**config.mk**
```make
export PLATFORM = sky130hd
export DESIGN_NAME = ftp_command_line_parser
export DESIGN_NICKNAME = d
export VERILOG_FILES = /design/src/rtl/core/ftpcp_pkg.sv /design/src/rtl/core/ftp_command_line_parser.sv /design/src/rtl/core/ftpcp_classify.sv
export VERILOG_INCLUDE_DIRS = /design/src /design/src/rtl/core
export SDC_FILE = /design/constraint.sdc
export NUM_CORES = 1
export LEC_CHECK = 0
export CELL_PAD_IN_SITES_DETAIL_PLACEMENT = 0
export CELL_PAD_IN_SITES_GLOBAL_PLACEMENT = 1
export CORE_MARGIN = 2
export CORE_UTILIZATION = 52
export DETAILED_ROUTE_END_ITERATION = 10
export DONT_BUFFER_PORTS = 1
export HOLD_SLACK_MARGIN = 0.03
export PLACE_DENSITY_LB_ADDON = 0.1
export REMOVE_ABC_BUFFERS = 1
export SLEW_MARGIN = 20
export SYNTH_ARGS = -nofsm -noshare
export SYNTH_HDL_FRONTEND = slang
export SYNTH_SLANG_ARGS = --single-unit
```
**constraint.sdc**
```tcl
create_clock -name aclk -period 3.3 [get_ports aclk]
set_input_delay 0.33 -clock aclk [delete_from_list [all_inputs] [get_ports aclk]]
set_output_delay 0.33 -clock aclk [all_outputs]
set_load 0.005 [all_outputs]
```
**src/rtl/core/assert_macros.svh**
```systemverilog
// assertion macros for the rtl files
// no dependencies; included by modules that carry assertions
`ifndef ASSERT_MACROS_SVH
`define ASSERT_MACROS_SVH

// property checked on the rising clock edge, off while reset is held
`define ASSERT_CLK(label, clk, rstn, prop) \
    label: assert property (@(posedge clk) disable iff (!(rstn)) (prop)) \
        else $error("assertion failed");

// property checked on the rising clock edge, reset included
`define ASSERT_ALWAYS(label, clk, prop) \
    label: assert property (@(posedge clk) (prop)) \
        else $error("assertion failed");

`endif

```
**src/rtl/core/ftpcp_pkg.sv**
```systemverilog
// types, codes and verb table for the ftp command line parser
// no dependencies; used by ftpcp_classify and ftp_command_line_parser
`default_nettype none

package ftpcp_pkg;

    typedef enum logic [1:0] {
        PH_VERB   = 2'd0,
        PH_SKIP   = 2'd1,
        PH_COPY   = 2'd2,
        PH_IGNORE = 2'd3
    } phase_t;

    typedef enum logic [4:0] {
        CMD_ERROR   = 5'd0,
        CMD_UNKNOWN = 5'd1,
        CMD_PWD     = 5'd2,
        CMD_CWD     = 5'd3,
        CMD_USER    = 5'd4,
        CMD_PASS    = 5'd5,
        CMD_CDUP    = 5'd6,
        CMD_QUIT    = 5'd7,
        CMD_PORT    = 5'd8,
        CMD_PASV    = 5'd9,
        CMD_TYPE    = 5'd10,
        CMD_MODE    = 5'd11,
        CMD_STRU    = 5'd12,
        CMD_RETR    = 5'd13,
        CMD_STOR    = 5'd14,
        CMD_SYST    = 5'd15,
        CMD_NOOP    = 5'd16,
        CMD_SIZE    = 5'd17,
        CMD_LIST    = 5'd18,
        CMD_NLST    = 5'd19,
        CMD_HELP    = 5'd20
    } cmd_t;

    localparam logic [7:0] BYTE_NUL   = 8'h00;
    localparam logic [7:0] BYTE_LF    = 8'h0A;
    localparam logic [7:0] BYTE_CR    = 8'h0D;
    localparam logic [7:0] BYTE_SPACE = 8'h20;

    localparam logic [2:0] VERB_LEN_MAX  = 3'd7;
    localparam logic [1:0] LINE_LEN_MAX  = 2'd3;
    localparam int         NUM_VERBS3    = 2;
    localparam int         NUM_VERBS4    = 17;

    localparam logic [23:0] VERBS3 [NUM_VERBS3] = '{"PWD", "CWD"};
    localparam cmd_t        CODES3 [NUM_VERBS3] = '{CMD_PWD, CMD_CWD};

    localparam logic [31:0] VERBS4 [NUM_VERBS4] = '{
        "USER", "PASS", "CDUP", "QUIT", "PORT", "PASV", "TYPE", "MODE", "STRU",
        "RETR", "STOR", "SYST", "NOOP", "SIZE", "LIST", "NLST", "HELP"
    };
    localparam cmd_t CODES4 [NUM_VERBS4] = '{
        CMD_USER, CMD_PASS, CMD_CDUP, CMD_QUIT, CMD_PORT, CMD_PASV, CMD_TYPE,
        CMD_MODE, CMD_STRU, CMD_RETR, CMD_STOR, CMD_SYST, CMD_NOOP, CMD_SIZE,
        CMD_LIST, CMD_NLST, CMD_HELP
    };

    typedef struct packed {
        logic [31:0] verb_chars;
        logic [2:0]  verb_length;
        logic [1:0]  line_length;
    } verb_state_t;

endpackage

`default_nettype wire

```
**src/rtl/core/ftp_command_line_parser.sv**
```systemverilog
// ftp control line parser top level: line state, argument copy, result register
// depends on ftpcp_pkg, ftpcp_classify and assert_macros.svh
//
//   channel  dir  data                          sideband
//   s_       in   s_tdata[7:0] data_byte        -
//   m_       out  m_tdata[7:0] arg_byte,        m_tuser[0] kind
//                 m_tdata[12:8] command
//
// one byte accepted per cycle while s_tready is high; a result shows on m_ in the cycle after its byte
// line state and the result register sit on either side of one level of logic
// s_tready is high while the result register is empty or being drained
// reset (aresetn low, synchronous) clears line state and the result valid
// a zero byte emits the command word and returns the line state to reset
`default_nettype none

module ftp_command_line_parser (
    input  var logic        aclk,
    input  var logic        aresetn,
    input  var logic        s_tvalid,
    output var logic        s_tready,
    input  var logic [7:0]  s_tdata,   // [7:0] data_byte
    output var logic        m_tvalid,
    input  var logic        m_tready,
    output var logic [15:0] m_tdata,   // [7:0] arg_byte, [12:8] command
    output var logic [0:0]  m_tuser    // [0] kind
);

    `include "assert_macros.svh"

    ftpcp_pkg::phase_t      phase_reg, phase_next;
    ftpcp_pkg::verb_state_t vstate_reg, vstate_next;
    ftpcp_pkg::cmd_t        command;

    logic        m_tvalid_reg, m_tvalid_next;
    logic [15:0] m_tdata_reg, m_tdata_next;
    logic        m_tuser_reg, m_tuser_next;

    logic       s_accept;
    logic       emit;
    logic       is_space;
    logic       is_eol;
    logic [7:0] folded;

    ftpcp_classify u_classify (
        .vstate  (vstate_reg),
        .command (command)
    );

    assign s_tready = !m_tvalid_reg || m_tready;
    assign s_accept = s_tvalid && s_tready;
    assign is_space = (s_tdata == ftpcp_pkg::BYTE_SPACE);
    assign is_eol   = (s_tdata == ftpcp_pkg::BYTE_CR) || (s_tdata == ftpcp_pkg::BYTE_LF);
    assign folded   = (s_tdata >= 8'h61 && s_tdata <= 8'h7A) ? (s_tdata - 8'h20) : s_tdata;

    always_comb begin
        phase_next    = phase_reg;
        vstate_next   = vstate_reg;
        emit          = 1'b0;
        m_tuser_next  = 1'b0;
        m_tdata_next  = {3'b000, ftpcp_pkg::CMD_ERROR, s_tdata};
        if (s_tdata == ftpcp_pkg::BYTE_NUL) begin
            emit         = 1'b1;
            m_tuser_next = 1'b1;
            m_tdata_next = {3'b000, command, 8'h00};
            phase_next   = ftpcp_pkg::PH_VERB;
            vstate_next  = '0;
        end else begin
            if (vstate_reg.line_length < ftpcp_pkg::LINE_LEN_MAX) begin
                vstate_next.line_length = vstate_reg.line_length + 2'd1;
            end
            unique case (phase_reg)
                ftpcp_pkg::PH_VERB: begin
                    if (is_space || is_eol) begin
                        if (is_space && (vstate_reg.verb_length == 3'd3 ||
                                         vstate_reg.verb_length == 3'd4)) begin
                            phase_next = ftpcp_pkg::PH_SKIP;
                        end else begin
                            phase_next = ftpcp_pkg::PH_IGNORE;
                        end
                    end else begin
                        if (vstate_reg.verb_length < 3'd4) begin
                            vstate_next.verb_chars = {vstate_reg.verb_chars[23:0], folded};
                        end
                        if (vstate_reg.verb_length < ftpcp_pkg::VERB_LEN_MAX) begin
                            vstate_next.verb_length = vstate_reg.verb_length + 3'd1;
                        end
                    end
                end
                ftpcp_pkg::PH_SKIP: begin
                    if (is_eol) begin
                        phase_next = ftpcp_pkg::PH_IGNORE;
                    end else if (!is_space) begin
                        phase_next = ftpcp_pkg::PH_COPY;
                        emit       = 1'b1;
                    end
                end
                ftpcp_pkg::PH_COPY: begin
                    if (is_eol) begin
                        phase_next = ftpcp_pkg::PH_IGNORE;
                    end else begin
                        emit = 1'b1;
                    end
                end
                ftpcp_pkg::PH_IGNORE: begin
                    phase_next = ftpcp_pkg::PH_IGNORE;
                end
                default: begin
                    phase_next = ftpcp_pkg::PH_VERB;
                end
            endcase
        end
    end

    always_comb begin
        m_tvalid_next = m_tvalid_reg;
        if (s_tready) begin
            m_tvalid_next = s_accept && emit;
        end
    end

    always_ff @(posedge aclk) begin
        if (!aresetn) begin
            phase_reg    <= ftpcp_pkg::PH_VERB;
            vstate_reg   <= '0;
            m_tvalid_reg <= 1'b0;
        end else begin
            m_tvalid_reg <= m_tvalid_next;
            if (s_accept) begin
                phase_reg  <= phase_next;
                vstate_reg <= vstate_next;
            end
        end
    end

    always_ff @(posedge aclk) begin
        if (s_accept && emit) begin
            m_tdata_reg <= m_tdata_next;
            m_tuser_reg <= m_tuser_next;
        end
    end

    assign m_tvalid   = m_tvalid_reg;
    assign m_tdata    = m_tdata_reg;
    assign m_tuser[0] = m_tuser_reg;

    `ASSERT_CLK(a_term_gives_result, aclk, aresetn,
        s_accept && s_tdata == ftpcp_pkg::BYTE_NUL |=> m_tvalid && m_tuser[0])
    `ASSERT_CLK(a_term_clears_line, aclk, aresetn,
        s_accept && s_tdata == ftpcp_pkg::BYTE_NUL |=>
        phase_reg == ftpcp_pkg::PH_VERB && vstate_reg == '0)
    `ASSERT_CLK(a_silent_phases, aclk, aresetn,
        s_accept && s_tdata != ftpcp_pkg::BYTE_NUL &&
        (phase_reg == ftpcp_pkg::PH_VERB || phase_reg == ftpcp_pkg::PH_IGNORE) |=> !m_tvalid)
    `ASSERT_CLK(a_arg_needs_verb, aclk, aresetn,
        phase_reg == ftpcp_pkg::PH_SKIP || phase_reg == ftpcp_pkg::PH_COPY |->
        vstate_reg.verb_length == 3'd3 || vstate_reg.verb_length == 3'd4)

endmodule

`default_nettype wire

```
**src/rtl/core/ftpcp_classify.sv**
```systemverilog
// verb matcher: maps the collected verb and lengths to a command code
// depends on ftpcp_pkg
`default_nettype none

module ftpcp_classify (
    input  var ftpcp_pkg::verb_state_t vstate,
    output var ftpcp_pkg::cmd_t        command
);

    always_comb begin
        command = ftpcp_pkg::CMD_UNKNOWN;
        if (vstate.line_length < ftpcp_pkg::LINE_LEN_MAX) begin
            command = ftpcp_pkg::CMD_ERROR;
        end else if (vstate.verb_length == 3'd3) begin
            for (int i = 0; i < ftpcp_pkg::NUM_VERBS3; i++) begin
                if (vstate.verb_chars[23:0] == ftpcp_pkg::VERBS3[i]) begin
                    command = ftpcp_pkg::CODES3[i];
                end
            end
        end else if (vstate.verb_length == 3'd4) begin
            for (int i = 0; i < ftpcp_pkg::NUM_VERBS4; i++) begin
                if (vstate.verb_chars == ftpcp_pkg::VERBS4[i]) begin
                    command = ftpcp_pkg::CODES4[i];
                end
            end
        end
    end

endmodule

`default_nettype wire

```
After elaboration in Yosys (flattened, before gate mapping)
Cells that the tools add are included.

Bits in writable memories: 0. Latch bits: 0. Register bits: 57. Word-level logic and storage cells: 110. ROM bits: 0. Memories kept: 0.

Multiply operators: 0. Reduce and logical (&&, ||, !) cells: 20. Shifts and indexed selects: 0. Add/sub/neg operators: 3. Divide/modulo/power cells: 0. Muxes and demuxes: 41. Magnitude comparators: 5. Bitwise logic cells: 1. Equality and inequality tests: 31.

Operator list (number): $eq 32x31->1 const B (17); $mux 35 (2); $eq 24x23->1 const B (2); $mux 37 (1); $mux 5 (7); $mux 32 (1); $mux 4 (8); $mux 2 (9); $eq 8x4->1 const B (2); $mux 3 (5); $reduce_and 4->1 (3); $eq 8x6->1 const B (1); $ge 8x7->1 const B (1); $le 8x7->1 const B (1); $logic_not 8->1 (1); $mux 8 (1); $pmux 2 s4 (1); $reduce_bool 2->1 (4); $sub 8x6->8 const B (1); $lt 3x3->1 const B (2); $ne 3x3->1 const B (2); $mux 1 (5); $eq 2x2->1 const B (2); $logic_and 1x1->1 (4); other kinds (15) (18).

Logic depth before layout (Yosys ltp)
Gate-level depths: netlist of run 1.

Word-level depth: 20. Depth in mapped cells: 9. Gate-level depth less buffers: 8.

By module
A second synthesis of run 1 with hierarchy kept.

Cells, all modules: 369. Area, all modules: 3265.6 um2.

By module, submodules not included: ftp_command_line_parser (area each 2319.7 um2, cells an instance 241, times used 1); ftpcp_classify (area each 945.9 um2, cells an instance 128, times used 1).

Least setup slack after synthesis of run 1
No wires, ideal clock.

Path kind: input to register. From: input port s_tdata[0]. To: register m_tdata_reg[0] (netlist: m_tdata[0]) (enable). Stages on the path: 6. Setup slack: 0.960 ns. Buffers on the path: 1. Required time: 2.914 ns. Data arrival time: 1.954 ns. Library setup time: 0.386 ns. Cell sequence: nor4_2 and2_4 nand2_4 clkbuf_1 o21ai_0 nor2b_1.

Longest elaborated chain between the ends: 6. Elaborated cells between the ends (all ways): 11. Classes of those cells: 3 x eq/ne; 5 x mux; 3 x reduce/logical.

RTL lines: from (decl) (RTL line ftp_command_line_parser.sv:21) `input var logic [7:0] s_tdata,`; $eq 8x6->1 or $eq 8x4->1 (tied branches) (RTL line ftp_command_line_parser.sv:51, ftp_command_line_parser.sv:52); $mux 1 or $logic_or 1x1->1 (tied branches) (RTL line ftp_command_line_parser.sv:92, ftp_command_line_parser.sv:52); $mux 1, on equally long branches (RTL line ftp_command_line_parser.sv:90, ftp_command_line_parser.sv:98); $pmux 1 s2 (RTL line ftp_command_line_parser.sv:71) `unique case (phase_reg)`; $mux 1 (*) (RTL line ftp_command_line_parser.sv:61) `if (s_tdata == ftpcp_pkg::BYTE_NUL) begin`; $logic_and 1x1->1 (*) (RTL line ftp_command_line_parser.sv:136) `if (s_accept && emit) begin`; to (signal assigned) (RTL line ftp_command_line_parser.sv:137) `m_tdata_reg <= m_tdata_next;`; to (decl) (RTL line ftp_command_line_parser.sv:35) `logic [15:0] m_tdata_reg, m_tdata_next;`.

Every way passes the cells marked *; elsewhere a longest branch is shown, timed or not. A chain may end at the register's enable or synchronous reset.

Final worst setup path of run 1
From: register vstate_reg[33] in the netlist's numbering. To: register m_tdata_reg[8] (netlist: m_tdata[8]) (data pin).

Longest elaborated chain between the ends: 20. Elaborated cells between the ends (all ways): 36. Classes of those cells: 17 x eq/ne; 19 x mux.

RTL lines: from (decl) (RTL line ftp_command_line_parser.sv:31) `ftpcp_pkg::verb_state_t vstate_reg, vstate_next;`; from (signal assigned) (RTL line ftp_command_line_parser.sv:130) `vstate_reg <= vstate_next;`; $eq 32x31->1 (RTL line ftpcp_classify.sv:22) `if (vstate.verb_chars == ftpcp_pkg::VERBS4[i]) begin`; $mux 3 (4 in a row) (RTL line ftpcp_classify.sv:22); $mux 4 (8 in a row) (RTL line ftpcp_classify.sv:22); $mux 5 (4 in a row) (RTL line ftpcp_classify.sv:22); $mux 5 (*) (RTL line ftpcp_classify.sv:22); $mux 5 (*) (RTL line ftpcp_classify.sv:20) `end else if (vstate.verb_length == 3'd4) begin`; $mux 5 (*) (RTL line ftpcp_classify.sv:14) `end else if (vstate.verb_length == 3'd3) begin`.

Marked as above.

==> flow_summary.yaml, run 1 <==
outcome:
  outcome: "finished clean"
sta:
  final.setup.worst_slack_ps: 848
  setup_tns_ps: 0
  max_slew.worst_pin.slew_ps: 728
  setup_viol: 0
  fin_crit_sh_pct: 74.3
  finalHoldViolCount: 0
  time_the_worst_path_needs_with_i_o_delays_and_setup_ps: 2450
  final.setup_skew_ps: 8.24
  timing_limited_maximum_frequency_ghz: 0.408
  final-max-slew-violation-count: 0
  rsz_0062_raised_after_global_routing: "false"
  slew_headroom_pct: 50.8
logic_synthesis:
  synth_seq_area_share_pct: 37.7
  ys_warn_count: 0
  netlist_top_cells_area: "sky130_fd_sc_hd__dfxtp_1 25%, sky130_fd_sc_hd__edfxtp_1 13%, sky130_fd_sc_hd__nand2_1 7.1%"
  synth-main-ff-cell: "sky130_fd_sc_hd__dfxtp_1"
  yosysTopAreaCell: "sky130_fd_sc_hd__dfxtp_1"
  synthDistinctLibCells: 61
  synthDominantCellAreaShare_pct: 24.7
  post_synth.cell_area_avg_um2: 8.48
  most_instantiated_library_cell_after_synthesis: "sky130_fd_sc_hd__nand2_1"
  synth.cell_area_um2: 3240
  synth-edff-count: 14
  ys_ff_latch: 54
  async_flop_share_pct: 0
  syn-instance-count: 382
  synthTopCellsByCount: "61 x sky130_fd_sc_hd__nand2_1, 40 x sky130_fd_sc_hd__dfxtp_1, 37 x sky130_fd_sc_hd__nand3_1"
grt:
  antenna_found_initial: 0
  largest_net_degree_at_the_start_of_global_routing: 43
  grt_first_pass_wirelength_mm: 13.0
  grt_pass1_vias: 2519
  global_routing_usage_summed_across_all_routing_layers_pct: 23.3
  overflow_after_grt: 0
floorplan:
  die_height_um: 82.9
  top_level_ports: 31
  die_width_um: 82.9
  full_die_area_um2: 6870
  rows: 28
  start_util_pct: 54.4
  core-area_um2: 5960
critical_path:
  arrival_ps: 2500
  crit_path_start: "vstate_reg[33]"
  path_class: "reg2reg"
  worst_r2r_path_depth: 6
  worst_setup_path_endpoint: "m_tdata[8]"
  crit-reg2reg-capture: "m_tdata[8]"
  critical_path.max_fanout: 3
  crit_path_start_kind: "flip-flop"
  cp_data_required_time_ps: 3350
  ff2ff_setup_slack_ps: 850
  rr_startpoint: "vstate_reg[33]"
  worst_setup_path_end_kind: "flip-flop"
place:
  dp_worst_setup_slack_ps: 811
  globalplace.congestion: 0.911
  hpwl_mm: 5.80
  place.detailed.instances: 428
  portBuffers: 0
cts:
  ctsLongestPathBuffers: 2
  cts_made_buffers: 5
  cts.reportedPaths.clkPinSlew_ps: 100
  postCtsSetupRepairBufs: 0
  cts.sink_count: 54
  post_cts_resized: 0
  cts_hold_buf: 0
  insertion_delay_ps: 310
  htree_num_levels: 2
  cts_root_buffer: "sky130_fd_sc_hd__clkbuf_8"
  tritoncts: "yes"
finish:
  final_cells: 436
  insertedDiodeCount: 0
  n_fill_cell: 559
  num-nets-final: 382
  drive_above_1_share_pct: 7.20
  largest_register_ffs: 37
  area_growth_pct: 2.16
route:
  detail_route.iter0.violations: 229
  route.detailed.vias_per_inst: 6.28
  remaining_drc_errors: 0
  route.final.wire_length_mm: 7.91
  vias: 2740
  detail_route.wl_per_cell_um: 18.1
  firstDrtPassIters: 4
  antenna_violating_nets_post_route: 0
min_path:
  min_path_type: "in2reg"
flow_run:
  max_cap_violations: 0
power:
  power.internal_mw: 0.956
  report.power.total_mw: 1.37
  max-vdd-ir-drop_v: 0.000260
  power_switching_share_pct: 30.4
  power.combinational.fraction_pct: 16.5
  power_leakage_nw: 1.02
  p_per_area_nw_per_um2: 415
  netSwitchingPower_mw: 0.418
  clkPwrFrac_pct: 27.7
  seq_power_share_pct: 55.8
[routing by layer]
metal	vias up	global-route usage [%]	part of all wire [%]
met4	0	9.54	2.9
met1	1301	33.5	47
met5	-	0	0
li1	1331	-	-
met2	85	34.8	45
met3	23	3.98	4.9
[power by group through the flow]
stage | Sequential, mW | Combinational [mW] | Clock [mW]
6_report | 0.766 | 0.227 | 0.380
5_1_grt | 0.773 | 0.258 | 0.419
4_1_cts | 0.766 | 0.226 | 0.394
3_5_place_dp | 0.781 | 0.226 | 0
3_3_place_gp | 0.780 | 0.216 | 0
2_1_floorplan | 0.764 | 0.170 | 0
[metrics by stage]
stage          instance area [um2]  util (%)  hold WS [ps]
5_1_grt                       3310      55.5          81.1
4_1_cts                       3310      55.5          99.7
3_3_place_gp                  3200      53.8           429
6_report                      3310      55.5           103
2_1_floorplan                 3090         -           429
3_5_place_dp                  3220      54.1           429
[layout by cell type, fill, tap and decap left out, types with 3 or more instances in the layout]
| cell type | n |
|---|---|
| sky130_fd_sc_hd__nand3_1 | 37 |
| sky130_fd_sc_hd__nor4bb_1 | 3 |
| sky130_fd_sc_hd__nor4_1 | 8 |
| sky130_fd_sc_hd__nand4b_1 | 3 |
| sky130_fd_sc_hd__ha_1 | 10 |
| sky130_fd_sc_hd__dfxtp_1 | 40 |
| sky130_fd_sc_hd__a21boi_0 | 20 |
| sky130_fd_sc_hd__edfxtp_1 | 14 |
| sky130_fd_sc_hd__nand4_1 | 11 |
| sky130_fd_sc_hd__a21oi_1 | 7 |
| sky130_fd_sc_hd__nor2b_1 | 14 |
| sky130_fd_sc_hd__conb_1 | 3 |
| sky130_fd_sc_hd__inv_1 | 11 |
| sky130_fd_sc_hd__a21boi_1 | 13 |
| sky130_fd_sc_hd__mux2i_1 | 3 |
| sky130_fd_sc_hd__nor4b_1 | 6 |
| sky130_fd_sc_hd__clkbuf_8 | 5 |
| sky130_fd_sc_hd__o21ai_0 | 4 |
| sky130_fd_sc_hd__a41oi_1 | 4 |
| sky130_fd_sc_hd__nor3b_1 | 4 |
| sky130_fd_sc_hd__nor3_1 | 9 |
| sky130_fd_sc_hd__and4bb_2 | 4 |
| sky130_fd_sc_hd__a31oi_1 | 5 |
| sky130_fd_sc_hd__nand2b_1 | 3 |
| sky130_fd_sc_hd__nand2_1 | 61 |
| sky130_fd_sc_hd__nor2_1 | 18 |
[critical path, cell delays in order (launching register included)]
cell                       delay [ps]
sky130_fd_sc_hd__dfxtp_1          340
sky130_fd_sc_hd__nor4b_1          670
sky130_fd_sc_hd__nand4_1          240
sky130_fd_sc_hd__or4_4            600
sky130_fd_sc_hd__a21boi_1         170
sky130_fd_sc_hd__nand4_1           90
sky130_fd_sc_hd__a221oi_1          80
[cell families (layout without fill, tap and decap cells)]
kind of cell               after synthesis  count (layout)  share of synthesized area (%)
adders and majority gates               10              10                           3.86
and+or+nand+nor                        202             202                           35.5
AOI/OAI and AO/OA                       67              67                           15.6
muxes                                    3               3                          0.927
DFF                                     54              54                           37.7
other                                    1               3                          0.116
buffers and inverters                   45              22                           6.22
[final cells by class]
type | count | area [um2] | share of cell area (%)
Multi-Input combinational cell | 285 | 1830 | 55.4
Sequential cell | 54 | 1220 | 36.9
Tap cell | 75 | 93.8 | 2.84
Clock buffer | 6 | 72.6 | 2.19
Inverter | 12 | 50.0 | 1.51
Timing Repair Buffer | 2 | 22.5 | 0.681
Clock inverter | 2 | 16.3 | 0.492
[worst min path at each step]
stage,start,depth (start not counted),end
global route,s_tdata[4],0,m_tdata[4]
detailed placement,s_tdata[4],0,m_tdata[4]
floorplan,s_tdata[0],0,m_tdata[0]
global placement,s_tdata[5],0,m_tdata[5]
CTS,s_tdata[5],0,m_tdata[5]
finish,s_tdata[5],0,m_tdata[5]
Power figures use the tool's default switching activity.
==> inputs of run 2 (changes only) <==
- CORE_UTILIZATION: 52 -> 43
- clock period: 3.3 -> 2.1 ns (I/O delays scaled with it)
==> run 2 against run 1 <==
  * Combinational power grew 120%
  * Clock skew grew 1.6 ps
  * Via count grew 7.7%
  * Flip-flop and latch count is the same
  * Sequential power grew 55%
  * Final cell count grew 18%
  * Largest power group unchanged
==> flow_summary.yaml, run 2 (same netlist as run 1, synthesis figures left out) <==
finish:
  final-seq-area_um2: 1230
  area_growth_pct: 21.3
  final_cells: 514
  layout.cells.most_common_list: "61 x sky130_fd_sc_hd__nand2_1, 42 x sky130_fd_sc_hd__buf_4, 37 x sky130_fd_sc_hd__nand3_1"
  drive_above_1_share_pct: 21.2
  layout.cells.most_common: "sky130_fd_sc_hd__nand2_1"
  n_fill_cell: 731
  post-route-util_pct: 53.8
  largest_register_ffs: 37
  post-route-cell-area_um2: 3930
  num-nets-final: 436
  multiInputGateArea_um2: 1970
  insertedDiodeCount: 0
outcome:
  outcome: "finished clean"
critical_path:
  path_class: "reg2reg"
  path_cells: "nor4b_2 > nand3_1 > or4_4 > a21boi_2 > nand4_1 > a221oi_1"
  crit-reg2reg-capture: "m_tdata[8]"
  timing.critical_path.slowest_cell_delay_ps: 560
  arrival_ps: 2150
  worst_setup_path_endpoint: "m_tdata[8]"
  ff2ff_setup_slack_ps: 5
  crit_path_start: "vstate_reg[18]"
  rr_startpoint: "vstate_reg[18]"
  cp_data_required_time_ps: 2150
  worst_r2r_path_depth: 6
  worst_setup_path_end_kind: "flip-flop"
  crit_path_start_kind: "flip-flop"
  critPathSlowestCell: "sky130_fd_sc_hd__or4_4"
  critical_path.max_fanout: 4
power:
  power.combinational.fraction_pct: 21.7
  power.internal_mw: 1.60
  clkPwrFrac_pct: 26.3
  seq_power_share_pct: 52.0
  power_switching_share_pct: 30.2
  max-vdd-ir-drop_v: 0.000326
  netSwitchingPower_mw: 0.693
  power_leakage_nw: 1.34
  p_per_area_nw_per_um2: 584
cts:
  tritoncts: "yes"
  ctsLongestPathBuffers: 2
  cts_made_buffers: 5
  htree_num_levels: 2
  cts.sink_count: 54
  insertion_delay_ps: 310
  cts.reportedPaths.clkPinSlew_ps: 100
  cts_root_buffer: "sky130_fd_sc_hd__clkbuf_8"
sta:
  time_the_worst_path_needs_with_i_o_delays_and_setup_ps: 2090
  slew_headroom_pct: 62.8
  fin_crit_sh_pct: 99.7
  timing_limited_maximum_frequency_ghz: 0.477
  final.setup_skew_ps: 9.81
  setup_viol: 0
  max_slew.worst_pin.slew_ps: 556
  finalHoldViolCount: 0
  final-max-slew-violation-count: 0
  rsz_0062_raised_after_global_routing: "true"
route:
  route.final.wire_length_mm: 8.65
  remaining_drc_errors: 0
  vias: 2952
  antenna_violating_nets_post_route: 0
  firstDrtPassIters: 4
  detail_route.iter0.violations: 154
  detail_route.wl_per_cell_um: 16.8
  route.detailed.vias_per_inst: 5.74
flow_run:
  max_cap_violations: 0
floorplan:
  start_util_pct: 44.4
  top_level_ports: 31
  die_height_um: 90.8
  die_width_um: 90.8
  rows: 31
  core-area_um2: 7290
  full_die_area_um2: 8240
place:
  place_area_um2: 3520
  portBuffers: 0
  globalplace.congestion: 0.922
  hpwl_mm: 6.11
  place.detailed.instances: 488
grt:
  global_routing_usage_summed_across_all_routing_layers_pct: 21.3
  antenna_found_initial: 0
  grt_pass1_vias: 2792
  grt_first_pass_wirelength_mm: 14.1
  overflow_after_grt: 0
  largest_net_degree_at_the_start_of_global_routing: 37
min_path:
  min_path_type: "in2reg"
## run 2: worst min path at each step
stage | endpoint | start | depth (start not counted) | slack (ps)
after floorplan | m_tdata[0] | s_tdata[0] | 0 | 310
after global placement | m_tdata[7] | s_tdata[7] | 0 | 310
after detailed placement | m_tdata[7] | s_tdata[7] | 0 | 310
after CTS | vstate_reg[35] | aresetn | 1 | 30
after global routing | vstate_reg[23] | aresetn | 1 | 30
final | phase_reg[1] | aresetn | 2 | 40
## run 2: cell type report
cell class              instances  area share [%]
clock buffers                   5            1.75
clock inverters                 3           0.605
inverters                      12            1.27
multi-input cells             285            50.1
flip-flops and latches         54            31.3
well taps                      99            3.15
repair buffers                 56            11.9
## run 2: critical path: cells and delay by family, from the launching register on
kind            cells  cell delay [ps]
simple gates        4             1200
flops               1              360
compound gates      2              280
## run 2: repair_timing
action	CTS	global route
hold buffers	11	2
buffers inserted	4	1
resized for setup	6	19
endpoints found under the hold margin	19	19
setup endpoints to repair	16	7
pin swaps	2	4
## run 2: per-stage QoR
step	worst slack [ps]	hold slack [ps]	setup TNS [ps]	power, mW
after floorplan	-236	309	-7560	1.47
after global placement	-126	309	-178	1.64
after detailed placement	-94.8	309	-153	1.64
after CTS	10.7	30.2	0	2.29
after global routing	-53.4	30.7	-99.6	2.42
final	5.39	42.2	0	2.29
## run 2: power by group through the flow
| stage | combinational [mW] | sequential [mW] | clock [mW] |
|---|---|---|---|
| 5_1_grt | 0.549 | 1.20 | 0.673 |
| 6_report | 0.497 | 1.19 | 0.604 |
| 4_1_cts | 0.477 | 1.19 | 0.623 |
| 3_3_place_gp | 0.432 | 1.21 | 0 |
| 2_1_floorplan | 0.267 | 1.20 | 0 |
| 3_5_place_dp | 0.432 | 1.21 | 0 |
## run 2: routing by layer
metal | global-route usage, % | wire length [um] | up-vias
met2 | 34.8 | 4120 | 59
met3 | 3.26 | 306 | 9
li1 | - | - | 1447
met4 | 6.19 | 108 | 0
met1 | 29.1 | 4120 | 1437
met5 | 0 | 0 | -
